<file path="src/rtl/core/bbl_pkg.sv">
package bbl_pkg;

  localparam int unsigned CfgW = 12;
  localparam int unsigned RowW = 13;
  localparam int unsigned PixW = 24;
  localparam int unsigned SumW = 12;
  localparam int unsigned CntW = 4;
  localparam int unsigned Taps = 9;

  localparam logic CfgFrameWidth  = 1'b0;
  localparam logic CfgFrameHeight = 1'b1;

  localparam logic [CfgW-1:0] FrameWidthRst  = 12'd640;
  localparam logic [CfgW-1:0] FrameHeightRst = 12'd480;

  // x/3 and x/9 by reciprocal, exact for x below 2^12
  localparam logic [11:0] Recip3 = 12'd2731;
  localparam logic [11:0] Recip9 = 12'd3641;
  localparam int unsigned Shift3 = 13;
  localparam int unsigned Shift9 = 15;

  typedef struct packed {
    logic [Taps-1:0] mask;
    logic [CntW-1:0] cnt;
  } win_ctl_t;

  typedef struct packed {
    logic [PixW-1:0] px;
    logic            has_res;
    logic            fend;
    win_ctl_t        ctl;
  } s1_t;

  typedef struct packed {
    logic [7:0] red;
    logic [7:0] green;
    logic [7:0] blue;
    logic       fend;
  } pix_res_t;

  function automatic logic [7:0] div_small(input logic [SumW-1:0] x,
                                           input logic [CntW-1:0] n);
    logic [23:0]     p3;
    logic [23:0]     p9;
    logic [SumW-1:0] q;
    p3 = 24'(x) * 24'(Recip3);
    p9 = 24'(x) * 24'(Recip9);
    unique case (n)
      4'd2:    q = x >> 1;
      4'd3:    q = SumW'(p3 >> Shift3);
      4'd4:    q = x >> 2;
      4'd6:    q = SumW'(p3 >> (Shift3 + 1));
      4'd9:    q = SumW'(p9 >> Shift9);
      default: q = x;
    endcase
    return q[7:0];
  endfunction

endpackage

</file>
<file path="src/rtl/core/bbl_chan_lane.sv">
module bbl_chan_lane import bbl_pkg::*; (
  input  logic                 clk_i,
  input  logic                 en_i,
  input  logic [Taps-1:0][7:0] tap_i,
  input  win_ctl_t             ctl_i,
  output logic [7:0]           avg_o
);

  logic [SumW-1:0] sum_d, sum_q;
  logic [CntW-1:0] cnt_q;
  logic [SumW-1:0] rnd;

  always_comb begin
    sum_d = '0;
    for (int i = 0; i < Taps; i++) begin
      sum_d = sum_d + (ctl_i.mask[i] ? SumW'(tap_i[i]) : '0);
    end
  end

  always_ff @(posedge clk_i) begin
    if (en_i) begin
      sum_q <= sum_d;
      cnt_q <= ctl_i.cnt;
    end
  end

  assign rnd   = sum_q + SumW'(cnt_q >> 1);
  assign avg_o = div_small(rnd, cnt_q);

endmodule

</file>
<file path="config.mk">
export PLATFORM = sky130hd
export DESIGN_NAME = bbl_chan_lane
export DESIGN_NICKNAME = d
export VERILOG_FILES = /design/src/rtl/core/bbl_pkg.sv /design/src/rtl/core/bbl_chan_lane.sv
export SDC_FILE = /design/constraint.sdc
export NUM_CORES = 1
export LEC_CHECK = 0
export BUFFER_PORTS_ARGS = -buffer_cell sky130_fd_sc_hd__buf_4
export CAP_MARGIN = 20
export CORE_ASPECT_RATIO = 0.5
export CORE_MARGIN = 2
export CORE_UTILIZATION = 25
export CTS_BUF_LIST = sky130_fd_sc_hd__clkbuf_4
export DETAILED_ROUTE_END_ITERATION = 10
export GPL_TIMING_DRIVEN = 0
export MAX_ROUTING_LAYER = met4
export PLACE_DENSITY = 0.42
export SLEW_MARGIN = 25
export SYNTH_ARGS = -nofsm -noshare
export SYNTH_HDL_FRONTEND = slang
export SYNTH_SLANG_ARGS = --single-unit
</file>
<file path="constraint.sdc">
create_clock -name clk_i -period 18.6 [get_ports clk_i]
set_input_delay 1.86 -clock clk_i [delete_from_list [all_inputs] [get_ports clk_i]]
set_output_delay 1.86 -clock clk_i [all_outputs]
set_load 0.05 [all_outputs]
</file>
==> run metrics <==
final setup TNS=0 ps; Sequential cell area=480.5 µm²; Crit Path Class=reg -> out; Tcrit/Tclk final=0.5037; post-synth top area share=0.3068; hold slack=1753 ps; most area-hungry cell type in the Yosys netlist=fa_1; Worst Path Arrival=7510 ps; GRT Util Overall=0.1313; hold_buf cts=0; CTS resizes=0; mux share of post-synthesis cell area=0.004169; status=complete, no violations; Gate Count Post-Synth=799; CP Data Required Time=16740 ps; largest family of logic cells by synthesized area=adder cells; Worst Min Path Start=ctl_i[3]; Seq/Total Area, Yosys=0.06403; syn_nets=1153; Hold Path Class=in -> reg; CTS Buf Count=3; Setup WS pre-CTS=9482 ps; post-synthesis cell area=0.007503 mm²; unrepaired setup endpoints after global routing=no; CTS Sinks=16; Initial Util=0.2567; root buffer cell=clkbuf_4; routed length per instance=15.04 µm; Finished Cell Area=0.008716 mm²; post-detailed-route via-to-cell ratio=4.389; Yosys reg bits=16; Worst Path Max Fanout=8; XOR/XNOR share of the synthesized area=0.05553; Simple-Gate Fraction of Synth Area=0.1326; Die W=249.0 µm; total number of yosys warnings=0; crit end category=output pin; total gr overflow=0; WHS Path Cells=1; DR pass1 iterations=4; ANT nets after route=0; Detail Placement HPWL=17.51 mm; EDFF count, synth=16; Synth area leaders=fa_1 31%, ha_1 25%, inv_1 8.3%; Die Y=126.5 µm; via count=5636; fmax=0.1067 GHz; share of layout cells above drive strength 1=0.1368; Top FF cell, synth=edfxtp_1; Die ar.=0.03150 mm²; vias in the first global route=6394; Area growth syn-to-layout=16.16%; Post-Synth Adder-Cell Area=0.5603; Hold EP=cnt_q[3]; commonest non-fill, non-tap cell in the layout=inv_1; FP Rows=44; compound-cell area share of the yosys netlist=0.09588; fin. max-slew vios=0; htree depth=1; buffer count from post-CTS setup fixing=0; CP startpoint kind=register; global-route wire length before repair=32.27 mm; Placed Area=0.008680 mm²; port bufs=88; Multi-input gate area=0.006389 mm²; Longest Clk Path Bufs=2; Filler cells=3082; clk slew on worst S/H paths=90 ps; I/O pins=95; Final Critical Period=9369 ps; Mean Syn Cell Area=9.391 µm²; most frequent cells in the layout=165 x inv_1, 152 x ha_1, 115 x fa_1; CTS tree=done; largest net degree at the start of global routing=17; post-route setup slack=9231 ps; slew margin rel.=0.3639; Worst-Margin Slew=947.3 ps; antenna violations before repair=1; drt total wl=19.31 mm; synth unique cells=65; core area=0.02923 mm²; number of DRC markers in iteration 0=219; Final setup viols=0; final hold vios=0; maxcap violations=0; Layout Nets=1247; GPL Wtd Cong=0.8335; async set-or-reset flop fraction in the synthesized netlist=0; DRC Markers=0
-- flip-flops by register name, summed over array words and instances (netlist names) --
signal  cells
cnt_q       4
sum_q      12
-- worst max-delay path: stages (launching register included) --
cell and delay, ps:
edfxtp_1 490, ha_1 390, a21oi_1 220, nand2_1 150, and3_1 230, xnor2_2 580, inv_1 390, and2_1 330
a21oi_1 220, ha_1 170, inv_1 60, fa_1 530, inv_1 60, fa_1 520, inv_1 50, fa_1 520
inv_1 40, ha_1 270, and3_2 200, a221oi_2 290, nor2b_1 120, or3_1 380, a21oi_2 160, xnor2_1 280
nand2_1 110, a31oi_1 250, buf_4 240
-- synth_stat cells (all sizes together), types with 2 or more instances --
library cell / n
inv: 165
edfxtp: 16
a221oi: 5
a21oi: 20
o211ai: 3
and4: 3
xor2: 11
mux2i: 2
clkbuf: 10
or2: 8
fa: 115
a41oi: 2
a221o: 2
xnor2: 34
and2: 25
o31ai: 3
a31o: 3
nand4: 4
nand3b: 4
nor3b: 3
a31oi: 4
a21o: 11
nor3: 5
ha: 152
o21ai: 17
a21boi: 4
nor2: 22
or3: 3
nand2: 77
nand3: 10
o22ai: 5
a22oi: 5
nand2b: 9
nor4: 2
and3: 8
nor2b: 4
o32ai: 2
-- area by class of cell --
type / instances / area share
antenna: 1 / 0.0002871
buffer: 10 / 0.004307
clock buffer: 3 / 0.002584
clock inverter: 1 / 0.0004307
inverter: 165 / 0.07106
multi-input combinational: 608 / 0.7330
sequential: 16 / 0.05512
tap: 391 / 0.05613
timing repair buffer: 89 / 0.07709
-- worst max path at each step --
stage,slack [ps],from,end
global route,8760,cnt_q[3],avg_o[1]
detailed placement,9480,cnt_q[3],avg_o[1]
global placement,9310,cnt_q[3],avg_o[1]
CTS,9150,cnt_q[3],avg_o[1]
floorplan,10140,cnt_q[3],avg_o[1]
finish,9230,cnt_q[3],avg_o[1]
-- per-layer routing --
metal	wire length (µm)	part of all wire	track usage	up-vias
li1	-	-	-	2814
met1	9187	0.48	0.1696	2726
met2	9579	0.50	0.2340	92
met3	451	0.023	0.005336	4
met4	92	0.0048	0.02103	0
met5	0	0	-	-
-- metrics by stage --
stage / cells / utilization
2_1_floorplan: 799 / -
3_3_place_gp: 1278 / 0.2960
3_5_place_dp: 1279 / 0.2969
4_1_cts: 1283 / 0.2978
5_1_grt: 1284 / 0.2982
6_report: 1284 / 0.2982
-- cells by family (layout without fill, tap and decap cells) --
| logic type | after synthesis | after routing |
|---|---|---|
| fa+ha+maj | 267 | 267 |
| simple gates | 194 | 194 |
| buf+inv | 175 | 268 |
| compound gates | 99 | 99 |
| xor+xnor | 45 | 45 |
| flops | 16 | 16 |
| mux | 3 | 3 |
| other cells | 0 | 1 |
Power is left out: the tool's default activity adds up to more than one toggle a clock period on the data nets, which glitch-free logic cannot reach.
