### src/rtl/core/bbl_pkg.sv
package bbl_pkg;

  localparam int unsigned CfgW = 12;
  localparam int unsigned RowW = 13;
  localparam int unsigned PixW = 24;
  localparam int unsigned SumW = 12;
  localparam int unsigned CntW = 4;
  localparam int unsigned Taps = 9;

  localparam logic CfgFrameWidth  = 1'b0;
  localparam logic CfgFrameHeight = 1'b1;

  localparam logic [CfgW-1:0] FrameWidthRst  = 12'd640;
  localparam logic [CfgW-1:0] FrameHeightRst = 12'd480;

  // x/3 and x/9 by reciprocal, exact for x below 2^12
  localparam logic [11:0] Recip3 = 12'd2731;
  localparam logic [11:0] Recip9 = 12'd3641;
  localparam int unsigned Shift3 = 13;
  localparam int unsigned Shift9 = 15;

  typedef struct packed {
    logic [Taps-1:0] mask;
    logic [CntW-1:0] cnt;
  } win_ctl_t;

  typedef struct packed {
    logic [PixW-1:0] px;
    logic            has_res;
    logic            fend;
    win_ctl_t        ctl;
  } s1_t;

  typedef struct packed {
    logic [7:0] red;
    logic [7:0] green;
    logic [7:0] blue;
    logic       fend;
  } pix_res_t;

  function automatic logic [7:0] div_small(input logic [SumW-1:0] x,
                                           input logic [CntW-1:0] n);
    logic [23:0]     p3;
    logic [23:0]     p9;
    logic [SumW-1:0] q;
    p3 = 24'(x) * 24'(Recip3);
    p9 = 24'(x) * 24'(Recip9);
    unique case (n)
      4'd2:    q = x >> 1;
      4'd3:    q = SumW'(p3 >> Shift3);
      4'd4:    q = x >> 2;
      4'd6:    q = SumW'(p3 >> (Shift3 + 1));
      4'd9:    q = SumW'(p9 >> Shift9);
      default: q = x;
    endcase
    return q[7:0];
  endfunction

endpackage

### src/rtl/core/bbl_out_stage.sv
module bbl_out_stage import bbl_pkg::*; (
  input  logic     clk_i,
  input  logic     rst_ni,
  input  logic     in_valid_i,
  input  pix_res_t in_res_i,
  output logic     out_valid_o,
  input  logic     out_ready_i,
  output pix_res_t out_res_o,
  output logic     full_o
);

  logic     out_valid_d, out_valid_q;
  logic     skid_full_d, skid_full_q;
  pix_res_t out_d, out_q;
  pix_res_t skid_d, skid_q;

  always_comb begin
    out_valid_d = out_valid_q;
    skid_full_d = skid_full_q;
    out_d       = out_q;
    skid_d      = skid_q;
    priority if (skid_full_q) begin
      if (out_ready_i) begin
        out_d       = skid_q;
        skid_full_d = 1'b0;
      end
    end else if (in_valid_i) begin
      if (!out_valid_q || out_ready_i) begin
        out_d       = in_res_i;
        out_valid_d = 1'b1;
      end else begin
        skid_d      = in_res_i;
        skid_full_d = 1'b1;
      end
    end else if (out_ready_i) begin
      out_valid_d = 1'b0;
    end
  end

  always_ff @(posedge clk_i or negedge rst_ni) begin
    if (!rst_ni) begin
      out_valid_q <= 1'b0;
      skid_full_q <= 1'b0;
    end else begin
      out_valid_q <= out_valid_d;
      skid_full_q <= skid_full_d;
    end
  end

  always_ff @(posedge clk_i) begin
    out_q  <= out_d;
    skid_q <= skid_d;
  end

  assign out_valid_o = out_valid_q;
  assign out_res_o   = out_q;
  assign full_o      = skid_full_q;

  assert property (@(posedge clk_i) disable iff (!rst_ni)
    skid_full_q |-> out_valid_q)
    else $error("skid holds an item behind an empty output");

  assert property (@(posedge clk_i) disable iff (!rst_ni)
    skid_full_q && out_ready_i |=> !skid_full_q && out_valid_q)
    else $error("skid item not moved to output");

endmodule
### config.mk
export PLATFORM = sky130hd
export DESIGN_NAME = bbl_out_stage
export DESIGN_NICKNAME = d
export VERILOG_FILES = /design/src/rtl/core/bbl_pkg.sv /design/src/rtl/core/bbl_out_stage.sv
export SDC_FILE = /design/constraint.sdc
export NUM_CORES = 1
export LEC_CHECK = 0
export BUFFER_PORTS_ARGS = -buffer_cell sky130_fd_sc_hd__clkbuf_2
export CORE_UTILIZATION = 30
export CTS_CLUSTER_SIZE = 14
export DETAILED_ROUTE_END_ITERATION = 10
export PLACE_DENSITY = 0.59
export SETUP_SLACK_MARGIN = 0.02
export SLEW_MARGIN = 15
export SYNTH_ARGS = -nofsm -noshare
export SYNTH_HDL_FRONTEND = slang
export SYNTH_SLANG_ARGS = --single-unit
export TNS_END_PERCENT = 100
### constraint.sdc
create_clock -name clk_i -period 4.37 [get_ports clk_i]
set_input_delay 0.6555 -clock clk_i [delete_from_list [all_inputs] [get_ports clk_i]]
set_output_delay 0.6555 -clock clk_i [all_outputs]
set_load 0.1 [all_outputs]
==> impl_table.tex <==
\begin{tabular}{lr}
\hline
Metric & Value \\
\hline
\multicolumn{2}{l}{\textbf{Logic synthesis}} \\
\quad Net count after synthesis & 117 \\
\quad Number of synthesized flops with an enable pin & 50 \\
\quad Number of warnings issued by yosys & 0 \\
\quad Post-synth top area share & 74.6\% \\
\quad Post-synthesis instance area & approximately 2000 sq um \\
\quad Number of synthesized register bits & 52 \\
\quad Sequential area share after synthesis & roughly 77\% \\
\quad Main synth FF type & sky130\_fd\_sc\_hd\_\_edfxtp\_1 \\
\quad Commonest cells in the netlist & sky130\_fd\_sc\_hd\_\_edfxtp\_1 (50), sky130\_fd\_sc\_hd\_\_mux2\_4 (25), sky130\_fd\_sc\_hd\_\_buf\_6 (3), sky130\_fd\_sc\_hd\_\_dfrtp\_1 (2), sky130\_fd\_sc\_hd\_\_nor2\_1 (2) \\
\quad Cell types occupying the most area after synthesis & sky130\_fd\_sc\_hd\_\_edfxtp\_1 (75\%), sky130\_fd\_sc\_hd\_\_mux2\_4 (19\%), sky130\_fd\_sc\_hd\_\_dfrtp\_1 (2.5\%) \\
\quad Cells after synthesis & 88 \\
\quad Avg Synthesized Cell Area & 22.9 sq um \\
\quad Yosys top cell by area & sky130\_fd\_sc\_hd\_\_edfxtp\_1 \\
\quad Most common cell in the netlist & sky130\_fd\_sc\_hd\_\_edfxtp\_1 \\
\quad Count of cell types in the netlist & 11 \\
\quad Proportion of register bits with asynchronous set or reset after synthesis & about 3.8\% \\
\multicolumn{2}{l}{\textbf{Timing}} \\
\quad Clock Skews & just under 0.006 ns \\
\quad Final clock period utilization by the worst path & 57.2\% \\
\quad Setup violation total in the final timing report & 0 \\
\quad Unrepaired setup endpoints after global routing & no \\
\quad Final Critical Period & 2.50 ns \\
\quad Actual transition at the worst max-transition pin & 1.09 ns \\
\quad Accumulated negative setup slack & 0 ns \\
\quad Post-route worst setup slack & 1.87 ns \\
\quad Worst slew slack as a fraction of its limit & 27.1\% \\
\quad Final Hold Viols & 0 \\
\quad Top achievable clock speed & between 400 and 500 MHz \\
\quad Worst hold slack & about 0.13 ns \\
\quad Count of pins over their slew limit & 0 \\
\multicolumn{2}{l}{\textbf{Clock tree}} \\
\quad Clock root cell & sky130\_fd\_sc\_hd\_\_clkbuf\_8 \\
\quad Number of hold-repair buffers added at the cts stage & 0 \\
\quad Clock sinks & 52 \\
\quad Clock Latency Late Sink & 0.29 ns \\
\quad Level count of the clock H-tree & 2 \\
\quad Clk pin slew, worst setup/hold paths & 0.09 ns \\
\quad TritonCTS clock tree & built \\
\quad Inserted Clock Buffers & 5 \\
\quad Setup fix buffers added after clock tree synthesis & 0 \\
\quad Maximum buffer depth of the clock tree & 2 \\
\quad Number of instances resized during post-cts repair & 0 \\
\multicolumn{2}{l}{\textbf{Global routing}} \\
\quad Global-route wire length before repair & between 5 and 6 mm \\
\quad Remaining Overflow, GRT & 0 \\
\quad Via count of the first global-routing pass & about 1000 \\
\quad Number of antenna violations at the first check in global routing & 0 \\
\quad Largest net degree at the start of global routing & 33 \\
\quad GRT Total Usage & 9.66\% \\
\multicolumn{2}{l}{\textbf{Power}} \\
\quad Power density over the cells & roughly 500 nW/um\^{}2 \\
\quad Pleak & approximately 0.98 nW \\
\quad Overall Power & 1.22 mW \\
\quad Worst voltage drop across the vdd grid & 0.000198 V \\
\multicolumn{2}{l}{\textbf{Drt}} \\
\quad Total number of vias & roughly 950 \\
\quad Antenna-violating nets left & 0 \\
\quad Number of detailed-route iterations in the first pass & 7 \\
\quad DRC Markers & 7 \\
\quad WL/cell & between 10 and 15 um \\
\quad Number of DRC markers in iteration 0 & 87 \\
\quad Total wirelength of the detailed-routed design & between 3 and 4 mm \\
\quad Vias per std cell & 4.23 \\
\multicolumn{2}{l}{\textbf{Final layout}} \\
\quad Final design instance area without fill & approximately 2500 sq um \\
\quad Number of nets in the final layout & 176 \\
\quad Post-Layout Cell Count & 225 \\
\quad Layout cells sized above 1 & 60.1\% \\
\quad Synth-to-layout area growth & 22.1\% \\
\quad N\_diodes & 0 \\
\quad Util after Layout & about two fifths \\
\multicolumn{2}{l}{\textbf{Critical path}} \\
\quad Crit. End Element & primary output \\
\quad Path type of the worst setup path & flop to primary output \\
\quad RR Endpoint & out\_res\_o[13] \\
\quad Critical path buffers and inverters & 1 \\
\quad Worst path cell trace & clkbuf\_2 \\
\quad Kind of cell adding the most delay to the critical path & flip-flops \\
\quad Max Fanout on Critical Path & 32 \\
\quad Required time reported for the critical path endpoint & 3.71 ns \\
\quad Launch instance of the worst register-to-register path & full\_o \\
\quad Startpoint class of the critical path & flop \\
\quad Length in cells of the worst reg-to-reg path & 1 \\
\quad CP arrival & $\sim$1.8 ns \\
\quad Setup slack, reg-to-reg & approximately 2 ns \\
\quad Levels on crit path & 1 \\
\quad Slowest library cell on the worst path & sky130\_fd\_sc\_hd\_\_dfrtp\_2 \\
\quad Delay of the slowest cell on the worst path & $\sim$0.96 ns \\
\multicolumn{2}{l}{\textbf{Placement}} \\
\quad Post-detail-place hpwl & between 2 and 2.5 mm \\
\quad PortBufs & 55 \\
\quad Worst setup slack after placement & 1.95 ns \\
\quad Total placed instance area & 2350 sq um \\
\quad Total instance count after detailed placement & between 200 and 250 \\
\quad Routability Congestion & 0.672 \\
\multicolumn{2}{l}{\textbf{Run status}} \\
\quad Run status & finished with violations \\
\quad Failing checks & design-rule violations \\
\multicolumn{2}{l}{\textbf{Die}} \\
\quad Initial core utilization & 31.3\% \\
\quad Area enclosed by the die boundary & 7040 sq um \\
\quad I/O pin count & 56 \\
\quad Die H & 83.9 um \\
\quad Die Span X & between 80 and 90 um \\
\quad Total number of placement rows & 29 \\
\quad Area of the core region & 6420 sq um \\
\multicolumn{2}{l}{\textbf{Hold path}} \\
\quad Worst hold-check path type & input port to asynchronous set/reset pin \\
\multicolumn{2}{l}{\textbf{Run}} \\
\quad Number of max-capacitance violations reported & 0 \\
\hline
\end{tabular}
## worst max path at each step
stage                       from           end  slack (ns)
final                     full_o        full_o        1.87
after detailed placement  full_o  out_res_o[9]        1.95
after global placement    full_o  out_res_o[1]        2.07
after floorplan           full_o  out_res_o[0]        2.08
after CTS                 full_o        full_o        1.83
after global routing      full_o        full_o        1.79
## layout make-up
| type | instances | area (sq um) |
|---|---|---|
| timing repair buffer | 55 | 275 |
| sequential | 52 | 1550 |
| tap | 77 | 96.3 |
| clock buffer | 5 | 68.8 |
| fill | 595 | 3960 |
| multi-input combinational | 32 | 424 |
| clock inverter | 3 | 37.5 |
| inverter | 1 | 3.75 |
## layer usage
layer | global-route usage, % | vias up | part of all wire [%] | routed length [um]
met5 | 0 | - | 0 | 0
met4 | 5.17 | 0 | 1.2 | 40
met3 | 2.18 | 2 | 4.7 | 155
met2 | 17.4 | 31 | 54 | 1790
met1 | 10.5 | 456 | 40 | 1310
li1 | - | 462 | - | -
## sequential cells by signal, indices dropped and copies added, names as in the netlist
register,flops
full_o,1
skid_q,25
out_valid_o,1
out_res_o,25
## report_power, final
group / total [mW] / switching, mW / internal [mW]
clock network: 0.311 / 0.144 / 0.167
logic: 0.292 / 0.227 / 0.0654
registers: 0.619 / 0.0240 / 0.595
total: 1.22 / 0.395 / 0.827
## kinds of logic (layout without fill, tap and decap cells)
kind of cell | count (synthesis) | after routing | share of synthesized area (%)
flops | 52 | 52 | 77.1
buf+inv | 4 | 64 | 1.86
mux | 25 | 25 | 18.6
simple gates | 4 | 4 | 1.31
compound gates | 3 | 3 | 1.12
## cells in the final DEF (no fill, tap or decap), drive strengths merged
cell	count
clkbuf	60
mux2	25
dfrtp	2
clkinv	2
bufinv	1
inv	1
nor2	2
edfxtp	50
a21oi	1
nand2b	1
a22o	1
o22a	1
and4bb	1
Note: power is estimated with default switching activity, not from simulation.
